--- src/rtl/core/bhta_pkg.sv ---
// types and constants for the button hold trigger action block
// no dependencies

package bhta_pkg;

  localparam int unsigned TimeW  = 32;
  localparam int unsigned ValueW = 16;
  localparam int unsigned HoldW  = 16;
  localparam int unsigned CfgIdxW  = 2;
  localparam int unsigned CfgDataW = 16;

  typedef enum logic [1:0] {
    ACT_SET    = 2'd0,
    ACT_INC    = 2'd1,
    ACT_DEC    = 2'd2,
    ACT_TOGGLE = 2'd3
  } action_kind_e;

  typedef enum logic [CfgIdxW-1:0] {
    REG_ACTION_KIND = 2'd0,
    REG_TRIG_REL    = 2'd1,
    REG_HOLD_MS     = 2'd2,
    REG_BOUND       = 2'd3
  } cfg_reg_e;

  typedef struct packed {
    action_kind_e            action_kind;
    logic                    trigger_on_release;
    logic [HoldW-1:0]        hold_ms;
    logic [ValueW-1:0]       bound;
  } cfg_t;

  typedef struct packed {
    logic                    last_level;
    logic [TimeW-1:0]        press_start;
    logic                    fired;
  } state_t;

  typedef struct packed {
    logic                    pressed;
    logic [TimeW-1:0]        now_ms;
    logic [ValueW-1:0]       value_in;
  } sample_t;

  typedef struct packed {
    logic [ValueW-1:0]       value_out;
    logic                    claimed_set;
  } result_t;

endpackage

--- src/rtl/core/bhta_core.sv ---
// hold decision and channel action for one sample
// depends on bhta_pkg

module bhta_core (
  input  bhta_pkg::cfg_t    cfg_i,
  input  bhta_pkg::state_t  state_i,
  input  bhta_pkg::sample_t sample_i,
  output bhta_pkg::state_t  state_o,
  output bhta_pkg::result_t result_o
);
  import bhta_pkg::*;

  logic             rise;
  logic [TimeW-1:0] start;
  logic             fired_base;
  logic [TimeW-1:0] elapsed;
  logic             hold_ok;
  logic             fire;
  logic [ValueW-1:0] v;
  logic [ValueW-1:0] acted;

  always_comb begin
    v          = sample_i.value_in;
    rise       = sample_i.pressed & ~state_i.last_level;
    start      = rise ? sample_i.now_ms : state_i.press_start;
    fired_base = rise ? 1'b0 : state_i.fired;
    elapsed    = sample_i.now_ms - start;
    hold_ok    = elapsed >= {{(TimeW-HoldW){1'b0}}, cfg_i.hold_ms};

    if (!cfg_i.trigger_on_release) begin
      fire = sample_i.pressed & ~fired_base & hold_ok;
    end else begin
      fire = ~sample_i.pressed & state_i.last_level & hold_ok;
    end

    state_o.last_level  = sample_i.pressed;
    state_o.press_start = start;
    if (fire) begin
      state_o.fired = 1'b1;
    end else if (!cfg_i.trigger_on_release && !sample_i.pressed) begin
      state_o.fired = 1'b0;
    end else begin
      state_o.fired = fired_base;
    end

    unique case (cfg_i.action_kind)
      ACT_SET:    acted = cfg_i.bound;
      ACT_INC:    acted = (v < cfg_i.bound) ? v + ValueW'(1) : v;
      ACT_DEC:    acted = (v > cfg_i.bound) ? v - ValueW'(1) : v;
      ACT_TOGGLE: acted = (v != '0) ? '0 : cfg_i.bound;
      default:    acted = v;
    endcase

    result_o.value_out   = fire ? acted : v;
    result_o.claimed_set = fire;
  end

endmodule

--- src/rtl/core/button_hold_trigger_action.sv ---
// a sample passes the input register, then the result register, before its result is valid
// throughput: one sample per cycle, except that a full result register with the output stalled
// holds back the next sample; the hold state is updated as a sample leaves the input register
// reset (async, active low) clears the configuration registers, press state and both stage valids
// depends on bhta_pkg and bhta_core

module button_hold_trigger_action (
  input  logic                            clk_i,
  input  logic                            rst_ni,
  input  logic                            cfg_we_i,
  input  logic [bhta_pkg::CfgIdxW-1:0]    cfg_index_i,
  input  logic [bhta_pkg::CfgDataW-1:0]   cfg_data_i,
  input  logic                            in_valid_i,
  output logic                            in_ready_o,
  input  logic                            pressed_i,
  input  logic [bhta_pkg::TimeW-1:0]      now_ms_i,
  input  logic [bhta_pkg::ValueW-1:0]     value_in_i,
  output logic                            out_valid_o,
  input  logic                            out_ready_i,
  output logic [bhta_pkg::ValueW-1:0]     value_out_o,
  output logic                            claimed_set_o
);
  import bhta_pkg::*;

  cfg_t    cfg_q;
  state_t  state_q, state_d;
  sample_t smp_q;
  logic    smp_valid_q;
  result_t res_q, res_d;
  logic    res_valid_q;
  logic    advance;

  // configuration registers
  always_ff @(posedge clk_i or negedge rst_ni) begin
    if (!rst_ni) begin
      cfg_q <= '0;
    end else if (cfg_we_i) begin
      unique case (cfg_reg_e'(cfg_index_i))
        REG_ACTION_KIND: cfg_q.action_kind <= action_kind_e'(cfg_data_i[1:0]);
        REG_TRIG_REL:    cfg_q.trigger_on_release <= cfg_data_i[0];
        REG_HOLD_MS:     cfg_q.hold_ms <= cfg_data_i[HoldW-1:0];
        REG_BOUND:       cfg_q.bound <= cfg_data_i[ValueW-1:0];
        default: ;
      endcase
    end
  end

  assign advance    = smp_valid_q & (~res_valid_q | out_ready_i);
  assign in_ready_o = ~smp_valid_q | advance;

  bhta_core u_core (
    .cfg_i    (cfg_q),
    .state_i  (state_q),
    .sample_i (smp_q),
    .state_o  (state_d),
    .result_o (res_d)
  );

  // input register
  always_ff @(posedge clk_i or negedge rst_ni) begin
    if (!rst_ni) begin
      smp_valid_q <= 1'b0;
    end else if (in_ready_o) begin
      smp_valid_q <= in_valid_i;
    end
  end

  always_ff @(posedge clk_i) begin
    if (in_valid_i && in_ready_o) begin
      smp_q.pressed  <= pressed_i;
      smp_q.now_ms   <= now_ms_i;
      smp_q.value_in <= value_in_i;
    end
  end

  // press state and result register
  always_ff @(posedge clk_i or negedge rst_ni) begin
    if (!rst_ni) begin
      state_q     <= '0;
      res_valid_q <= 1'b0;
    end else begin
      if (advance) begin
        state_q <= state_d;
      end
      if (advance) begin
        res_valid_q <= 1'b1;
      end else if (out_ready_i) begin
        res_valid_q <= 1'b0;
      end
    end
  end

  always_ff @(posedge clk_i) begin
    if (advance) begin
      res_q <= res_d;
    end
  end

  assign out_valid_o   = res_valid_q;
  assign value_out_o   = res_q.value_out;
  assign claimed_set_o = res_q.claimed_set;

`ifndef ASSERT_OFF
  a_stall_only_when_full : assert property (@(posedge clk_i) disable iff (!rst_ni)
    !in_ready_o |-> (out_valid_o && !out_ready_i))
    else $error("input stalled with result register free");

  a_fire_sets_flag : assert property (@(posedge clk_i) disable iff (!rst_ni)
    (advance && res_d.claimed_set) |=> state_q.fired)
    else $error("fired flag not set after a trigger");

  a_rise_stores_start : assert property (@(posedge clk_i) disable iff (!rst_ni)
    (advance && smp_q.pressed && !state_q.last_level)
      |=> (state_q.press_start == $past(smp_q.now_ms)))
    else $error("press start not captured on rising edge");

  a_result_follows_advance : assert property (@(posedge clk_i) disable iff (!rst_ni)
    advance |=> out_valid_o)
    else $error("result lost after stage advance");
`endif

endmodule
--- config.mk ---
export PLATFORM = sky130hd
export DESIGN_NAME = button_hold_trigger_action
export DESIGN_NICKNAME = d
export VERILOG_FILES = /design/src/rtl/core/bhta_pkg.sv /design/src/rtl/core/bhta_core.sv /design/src/rtl/core/button_hold_trigger_action.sv
export SDC_FILE = /design/constraint.sdc
export NUM_CORES = 1
export LEC_CHECK = 0
export BUFFER_PORTS_ARGS = -buffer_cell sky130_fd_sc_hd__buf_4
export CORE_MARGIN = 4
export CORE_UTILIZATION = 45
export DETAILED_ROUTE_END_ITERATION = 7
export PLACE_DENSITY = 0.62
export REMOVE_ABC_BUFFERS = 1
export SKIP_LAST_GASP = 1
export SLEW_MARGIN = 40
export SYNTH_ARGS = -nofsm -noshare
export SYNTH_HDL_FRONTEND = slang
export SYNTH_SLANG_ARGS = --single-unit
--- constraint.sdc ---
create_clock -name clk_i -period 17.2 [get_ports clk_i]
set_clock_uncertainty 0.2 [all_clocks]
set_input_delay 0.86 -clock clk_i [delete_from_list [all_inputs] [get_ports clk_i]]
set_output_delay 0.86 -clock clk_i [all_outputs]
set_load 0.03 [all_outputs]
==> summary by stage, run 1 <==
Critical path
The slowest cell on the critical path is sky130_fd_sc_hd__or4_1. The combined buffer and inverter count along the critical path is 1. The peak per-stage delay on the critical path is 0.80 ns. The critical-path maximum fanout is 24. The worst setup path is launched from a register.

The family with the most delay on the worst path is compound AO/OA/AOI/OAI gates. Data on the critical path is required at its endpoint by 17.17 ns. The signal on the critical path passes through nand2b_2 -> o21ai_0 -> ha_1 -> nor2b_1 -> a221o_1 -> o21ai_1 -> nor3b_1 -> o41ai_2 -> and2_1 -> o21ai_0 -> o311a_1 -> ha_1 -> nor2b_1 -> a2111oi_0 -> o32ai_1 -> or4_1 -> or4b_1 -> a2111oi_2 -> o2111ai_1 -> or4_1 -> o31ai_4 -> inv_4 -> mux2_4. The type of the setup path with the least slack is reg -> reg.

The arrival time of data at the critical path endpoint is 7.94 ns. STA classifies the critical path endpoint as a register.

Place
The final estimated routing congestion in global placement is 0.952. The detailed-placement wirelength estimate is 17.1 mm. The total placed cells including tap cells is 1278. Port buffering added 90 buffers. The setup slack after placement is 9.14 ns.

STA
The worst hold margin is 0.240 ns. Setup repair after global routing left no endpoint under its margin. The relative slew slack is 45.7%. The count of final hold-check violations came to 0. The final cycle utilization of the critical path is 46.3%. The worst path needs 7.96 ns of the cycle, external delays included. The setup TNS is 0 ns. At the pin with the least slew margin, the transition time is 0.813 ns. The number of pins exceeding their max-slew limit in the final report is 0. The timing-limited maximum frequency is 0.126 GHz.

After layout, the worst setup slack is 9.24 ns. Setup violations remaining at the end of the flow were counted as 0.

Yosys
The post-synth design cell area is 9230 um2. The most common cell in the synthesized netlist is sky130_fd_sc_hd__nand2_1. During synthesis, Yosys emitted a total of 0 warnings. Of all cell types, the one taking the most synthesized area is sky130_fd_sc_hd__edfxtp_1. Among all flip-flop cells after synthesis, the most frequent one is sky130_fd_sc_hd__dfrtp_1. The synthesized design contains 137 register bits. The synthesized design contains 66 enable-type register cells. After technology mapping, the gate count stands at 955. Sorting the synthesized cells by area gives the leading types as sky130_fd_sc_hd__edfxtp_1, sky130_fd_sc_hd__dfrtp_1, sky130_fd_sc_hd__ha_1, sky130_fd_sc_hd__mux2_2, sky130_fd_sc_hd__o21ai_0.

In this run, distinct cell masters in the synthesized netlist total 76. The synthesized design devotes to its leading area cell type 21.5% of total area. In this run the mean area of a mapped cell was 9.67 um2. The fraction of registers with async set or reset after synthesis is 51.8%. The post-synthesis sequential area ratio is 40.7%. By count the netlist is led by sky130_fd_sc_hd__nand2_1, sky130_fd_sc_hd__dfrtp_1, sky130_fd_sc_hd__o21ai_0.

Floorplan
The floorplan step set the die height to 151 um. The number of cell rows is 52. The x dimension of the die is 151 um. The area of the core region is 20200 um2.

The die covers 22900 um2. Once the floorplan was initialized, standard cells occupied 45.6% of the core. The number of top-level pins is 91.

Global routing
The number of global-route vias before repair was 7291. The first global-routing pass estimated 37.4 mm of wire. The total congestion overflow after global routing is 0. The total routing usage reported by global routing is 20.8%. The initial antenna violation count is 0.

Entering global routing, the biggest net connects 72 pins.

Cells and area
At the end of the flow the core is filled with cells to 52.7%. The post-route netlist has 18.6% of its cells at a drive strength greater than 1. The finished layout holds 1310 standard cells, fillers aside.

The number of antenna diodes in the final layout is 0. The area growth from synthesis to final layout is 15.5%. After filler insertion, the fill cell instance count of the layout stands at 1855.

At the end of the flow, the number of nets in the layout was 1154.

Clock tree
Buffers inserted to repair hold after CTS numbered 0. The clock passes through at most 2 buffers. The clock-pin transition on the worst setup and hold timing paths is 0.06 ns. The number of H-tree levels is 4. TritonCTS created 17 clock buffers.

CTS placed an instance of sky130_fd_sc_hd__clkbuf_16 at the clock tree root. The post-cts resize count is 0. The number of post-CTS setup repair buffers is 0. TritonCTS built the clock tree. The later pin in the worst-skew pair is clocked with a latency of 0.43 ns. The clock drives 137 sinks.

Routing
Once detail routing completed, the nets flagged for antenna violations numbered 0. The post-detailed-route via-to-cell ratio is 5.77. The iteration count of the initial detailed-routing pass is 5.

After detailed routing, the total wire length is 23.1 mm. In the routed design, unresolved DRC markers number 0. The number of DRC violations after detailed-routing iteration 0 is 503.

The via total after detailed routing is 7559. The average wire per cell in the routed design is 17.6 um.

Run status
The run finished with clean final reports.

Power
The maximum VDD drop is 0.0669 mV. The total power per unit cell area is 126 nW/um2. In this run the static leakage power is 4.40 nW.

Run
The max-capacitance violation count is 0.

Worst hold path
The path class of the tightest hold or removal check is in -> async.
area by class of cell:
class	count	area, um2	area share (%)
clock inverters	13	96.3	0.903
flip-flops and latches	137	3760	35.2
inverters	62	235	2.21
well taps	270	338	3.17
clock buffers	19	433	4.06
repair buffers	94	709	6.65
multi-input cells	715	5090	47.8
power breakdown:
group	total [mW]	switching (mW)	leakage, nW	internal, mW
Combinational	0.560	0.328	2.67	0.233
Sequential	0.451	0.0475	1.49	0.403
Clock	0.335	0.150	0.246	0.185
cells in the final DEF, fill, tap and decap left out, types with 5 or more instances in the layout:
master,synthesis,routed
sky130_fd_sc_hd__o21a_1,10,10
sky130_fd_sc_hd__a31oi_1,7,7
sky130_fd_sc_hd__nor4_1,12,12
sky130_fd_sc_hd__nor2_1,54,54
sky130_fd_sc_hd__nor3_1,18,18
sky130_fd_sc_hd__buf_4,0,93
sky130_fd_sc_hd__nand3_1,21,21
sky130_fd_sc_hd__nand4_1,18,18
sky130_fd_sc_hd__nand2b_1,20,20
sky130_fd_sc_hd__xor2_1,18,18
sky130_fd_sc_hd__nor2b_1,16,14
sky130_fd_sc_hd__dfrtp_1,71,71
sky130_fd_sc_hd__xnor2_1,23,23
sky130_fd_sc_hd__clkbuf_16,0,17
sky130_fd_sc_hd__or4_1,8,8
sky130_fd_sc_hd__edfxtp_1,66,66
sky130_fd_sc_hd__a21oi_1,55,55
sky130_fd_sc_hd__mux2_2,49,49
sky130_fd_sc_hd__a221oi_1,8,8
sky130_fd_sc_hd__maj3_1,8,8
sky130_fd_sc_hd__o31ai_1,5,5
sky130_fd_sc_hd__o21ai_0,70,70
sky130_fd_sc_hd__nand2_1,82,81
sky130_fd_sc_hd__a211oi_1,5,5
sky130_fd_sc_hd__a21o_1,13,13
sky130_fd_sc_hd__o211ai_1,17,17
sky130_fd_sc_hd__and2_1,7,6
sky130_fd_sc_hd__inv_1,61,61
sky130_fd_sc_hd__clkinvlp_4,0,5
sky130_fd_sc_hd__ha_1,55,55
sky130_fd_sc_hd__mux2i_1,22,22
sky130_fd_sc_hd__o311ai_0,8,8
layer usage:
metal	GRT usage [%]	vias to the layer above	part of all wire, %
li1	-	3708	-
met1	27.4	3549	44
met2	34.6	265	48
met3	3.95	37	5.9
met4	6.53	0	1.8
met5	0	-	0
per-stage QoR:
stage / total power, mW / cell area, um2
4_1_cts: 1.35 / 10700
3_5_place_dp: 1.01 / 10100
6_report: 1.35 / 10700
3_3_place_gp: 1.00 / 10100
5_1_grt: 1.44 / 10700
2_1_floorplan: 0.855 / 9060
path summary, 6_finish.rpt:
path | from | cells after the start | slack (ns) | endpoint
max in group asynchronous | rst_ni | 1 | 16.08 | state_q[2]$_DFFE_PN0P_
min in group clk_i | state_q[1]$_DFFE_PN0P_ | 2 | 0.28 | state_q[1]$_DFFE_PN0P_
min | rst_ni | 1 | 0.24 | state_q[31]$_DFFE_PN0P_
max reg2reg | state_q[33]$_DFFE_PN0P_ | 23 | 9.24 | value_out_o[13]$_DFFE_PP_
min reg2reg | state_q[1]$_DFFE_PN0P_ | 2 | 0.28 | state_q[1]$_DFFE_PN0P_
max | state_q[33]$_DFFE_PN0P_ | 23 | 9.24 | value_out_o[13]$_DFFE_PP_
kinds of logic after synthesis:
| family | count (synthesis) | share of synthesized area (%) |
|---|---|---|
| mux | 74 | 8.85 |
| flops | 137 | 40.7 |
| buf+inv | 103 | 4.35 |
| fa+ha+maj | 63 | 8.32 |
| xor+xnor | 41 | 3.89 |
| simple gates | 280 | 15.3 |
| compound gates | 257 | 18.6 |
state kept, by name (all words and copies together) (netlist names):
signal	flops
out_valid_o	1
cfg_q	35
value_out_o	16
claimed_set_o	1
smp_q	49
smp_valid_q	1
state_q	34
(Power assumes the default switching activity.)
==> run 2: changes to the inputs <==
==> constraint.sdc (replaced) <==
create_clock -name clk_i -period 7.72 [get_ports clk_i]
set_clock_uncertainty 0.2 [all_clocks]
set_input_delay 0.386 -clock clk_i [delete_from_list [all_inputs] [get_ports clk_i]]
set_output_delay 0.386 -clock clk_i [all_outputs]
set_load 0.03 [all_outputs]
==> summary by stage, run 2 (synthesis results as in run 1) <==
Power
The maximum VDD drop is 0.194 mV (+190%). The total power per unit cell area is 274 nW/um2 (+120%). The leakage power of the design is 4.68 nW (+6.3%).

Floorplan
The die area is 22900 um2 (unchanged). The die height is 151 um (unchanged). The starting density of the core is 45.6% (unchanged). The x dimension of the die is 151 um (unchanged). The number of top-level pins was 91 (unchanged).

The area of the core region came to 20200 um2 (unchanged). The number of cell rows came to 52 (unchanged).

Clock tree
The post-cts resize count was 0 (unchanged). The maximum buffer depth of the clock tree is 2 (unchanged). The clock-pin transition on the worst setup and hold timing paths is 0.06 ns (about the same).

The TritonCTS clock tree is yes. The clock buffer count from CTS is 17 (unchanged). The clock insertion delay at the later pin of the skew report was 0.42 ns (about the same).

The number of H-tree levels is 4 (unchanged). The count of clock tree sinks is 137 (unchanged). Clock tree synthesis selected as its root buffer the cell sky130_fd_sc_hd__clkbuf_16.

Critical path
The cell depth of the worst flop-to-flop path is 23 (unchanged). The setup slack on the worst flop-to-flop path was 0.51 ns (-8.73 ns). The worst path required time is 7.69 ns (-9.48 ns). The worst register-to-register path ends at value_out_o[13]$_DFFE_PP_. The arrival time of data at the critical path endpoint is 7.18 ns (-0.76 ns). The type of the setup path with the least slack is reg -> reg. The worst setup path is captured at a register. The first element of the critical path is state_q[33]$_DFFE_PN0P_. The critical path launch point type is a register.

In this run the worst setup path terminates at value_out_o[13]$_DFFE_PP_. The startpoint identified for the worst register-to-register timing path is state_q[33]$_DFFE_PN0P_. The critical-path maximum fanout is 10 (-58%).

Global routing
The initial antenna violation count is 0 (unchanged). The number of global-route vias before repair was 7410 (+1.6%). The maximum number of pins on one net before global-route repair was 72 (unchanged). The global-route wire length before repair is 38.8 mm (+3.8%). The total routing usage reported by global routing is 21.6% (+0.78 points).

The total congestion overflow after global routing was 0 (unchanged).

Place
The area of placed instances is 10200 um2 (+0.22%). The number of port buffers is 90 (unchanged). The setup slack after placement is 0.530 ns (-8.61 ns). The final estimated routing congestion in global placement was 0.906 (-4.8%).

The detailed-placement wirelength estimate is 17.9 mm (+4.4%).

Cells and area
The library cells used most frequently in the layout, excluding fill and tap cells, are sky130_fd_sc_hd__buf_4, sky130_fd_sc_hd__nand2_1, sky130_fd_sc_hd__dfrtp_1. The filler cell count in the final layout came to 1851 (-0.22%). Relative to the synthesized area, the layout overhead comes to 22.3%. The area of the multi-input gates came to 5090 um2 (-0.15%). The flip-flop count of the largest register, all copies and words added came to 49 (unchanged). The final net count came to 1213 (+5.1%). The area occupied by registers is 3760 um2 (unchanged).

The largest registers in the layout are smp_q x49, cfg_q x35, state_q x34. The antenna diode count is 0 (unchanged). The post-layout instance area is 11300 um2 (+5.8%). The register containing the most flip-flops in the final layout is smp_q. The fraction of layout cells with a size suffix above 1 came to 17.9% (-0.63 points). The commonest non-fill, non-tap cell in the layout is sky130_fd_sc_hd__buf_4.

Routing
The via total after detailed routing came to 7807 (+3.3%). The overall routed net length came to 23.9 mm (+3.6%). The number of DRC violations after detailed-routing iteration 0 is 632 (+26%). The iteration count of the initial detailed-routing pass is 6 (+1). The average wire per cell in the routed design is 17.5 um (-0.84%). The number of antenna-violating nets in the routed design is 0 (unchanged). The post-detailed-route via-to-cell ratio came to 5.70 (-1.2%). The remaining design rule violation count is 0 (unchanged).

Worst hold path
The type of the worst min-delay path is in -> reg.

STA
The timing-limited maximum frequency is 0.139 GHz (+10%). The count of final hold-check violations came to 0 (unchanged). The number of pins exceeding their max-slew limit in the final report is 0 (unchanged).

The relative slew slack is 47.3% (+1.7 points). The number of failing setup endpoints in the final timing report is 0 (unchanged). Setup repair after global routing left no endpoint under its margin. The final critical-path required period is 7.21 ns (-0.750 ns). The final cycle utilization of the critical path came to 93.4% (+47 points). The transition time at the pin with the least slew margin is 0.788 ns (-0.0246 ns).

The minimum setup slack in the final design was 0.506 ns (-8.73 ns).

Run status
The flow ran to the end, and the final reports show no timing, DRC or antenna violations.

Run
The max-capacitance violation count is 0 (unchanged).
## run 2: changes by cell type in the layout (fill, tap and decap cells not counted), sizes merged
cell,previous run,this run
buf,94,98
clkbuf,19,20
inv,65,64
bufinv,0,2
clkinvlp,5,3
dlygate4sd3,0,55
## run 2: worst max-delay path, cell delays in order, from the launching register on
cell	delay [ns]
sky130_fd_sc_hd__dfrtp_1	0.47
sky130_fd_sc_hd__nand2b_2	0.30
sky130_fd_sc_hd__o21ai_0	0.18
sky130_fd_sc_hd__ha_1	0.24
sky130_fd_sc_hd__nor2b_1	0.14
sky130_fd_sc_hd__a221o_1	0.13
sky130_fd_sc_hd__o21ai_1	0.08
sky130_fd_sc_hd__nor3b_1	0.16
sky130_fd_sc_hd__o41ai_1	0.43
sky130_fd_sc_hd__and2_1	0.26
sky130_fd_sc_hd__o21ai_0	0.09
sky130_fd_sc_hd__o311a_1	0.31
sky130_fd_sc_hd__ha_1	0.28
sky130_fd_sc_hd__nor2b_1	0.13
sky130_fd_sc_hd__a2111oi_0	0.48
sky130_fd_sc_hd__o32ai_1	0.13
sky130_fd_sc_hd__or4_1	0.46
sky130_fd_sc_hd__or4b_1	0.54
sky130_fd_sc_hd__a2111oi_2	0.30
sky130_fd_sc_hd__o2111ai_1	0.15
sky130_fd_sc_hd__or4_1	0.60
sky130_fd_sc_hd__o31ai_4	0.43
sky130_fd_sc_hd__inv_4	0.15
sky130_fd_sc_hd__mux2_4	0.33
## run 2: power by group
| group | switching [mW] | total [mW] | internal, mW |
|---|---|---|---|
| Sequential | 0.104 | 1.00 | 0.899 |
| Combinational | 0.743 | 1.28 | 0.539 |
| Clock | 0.318 | 0.809 | 0.490 |
| Total | 1.16 | 3.09 | 1.93 |
## run 2: how the worst min path moves through the flow
stage,start,depth (start not counted),endpoint,slack [ns]
global route,cfg_data_i[2],2,cfg_q[2]$_DFFE_PN0P_,0.008
finish,cfg_data_i[1],2,cfg_q[1]$_DFFE_PN0P_,0.03
floorplan,rst_ni,0,cfg_q[0]$_DFFE_PN0P_,-0.11
CTS,cfg_data_i[1],2,cfg_q[1]$_DFFE_PN0P_,0.006
detailed placement,rst_ni,1,state_q[31]$_DFFE_PN0P_,0.24
global placement,state_q[27]$_DFFE_PN0P_,2,state_q[27]$_DFFE_PN0P_,0.26
## run 2: metrics by stage
step           std cells  hold slack [ns]  power [mW]  TNS (ns)  utilization (%)
6_report            1369           0.0278        3.09         0             55.8
3_3_place_gp        1281            0.264        2.25         0             50.1
4_1_cts             1368          0.00628        3.11         0             55.8
5_1_grt             1369          0.00784        3.31         0             55.8
2_1_floorplan        914           -0.110        1.90     -1.77                -
3_5_place_dp        1281            0.244        2.26         0             50.2
## run 2: what timing repair did
item                                   in CTS  in global routing
endpoints found under the hold margin     127                  0
buffers inserted                            0                  0
hold buffers                               55                  0
## run 2: cell type report
| class | count | share of cell area [%] |
|---|---|---|
| flip-flops and latches | 137 | 33.3 |
| clock buffers | 20 | 4.05 |
| clock inverters | 12 | 1.09 |
| well taps | 270 | 2.99 |
| multi-input cells | 715 | 45.1 |
| repair buffers | 153 | 11.4 |
| inverters | 62 | 2.08 |
## run 2: per-layer routing
layer  global-route usage, %  routed length, um
met4                    5.94                416
met2                    35.7              11400
met5                       0                  0
met3                    3.62               1070
met1                    29.3              11000
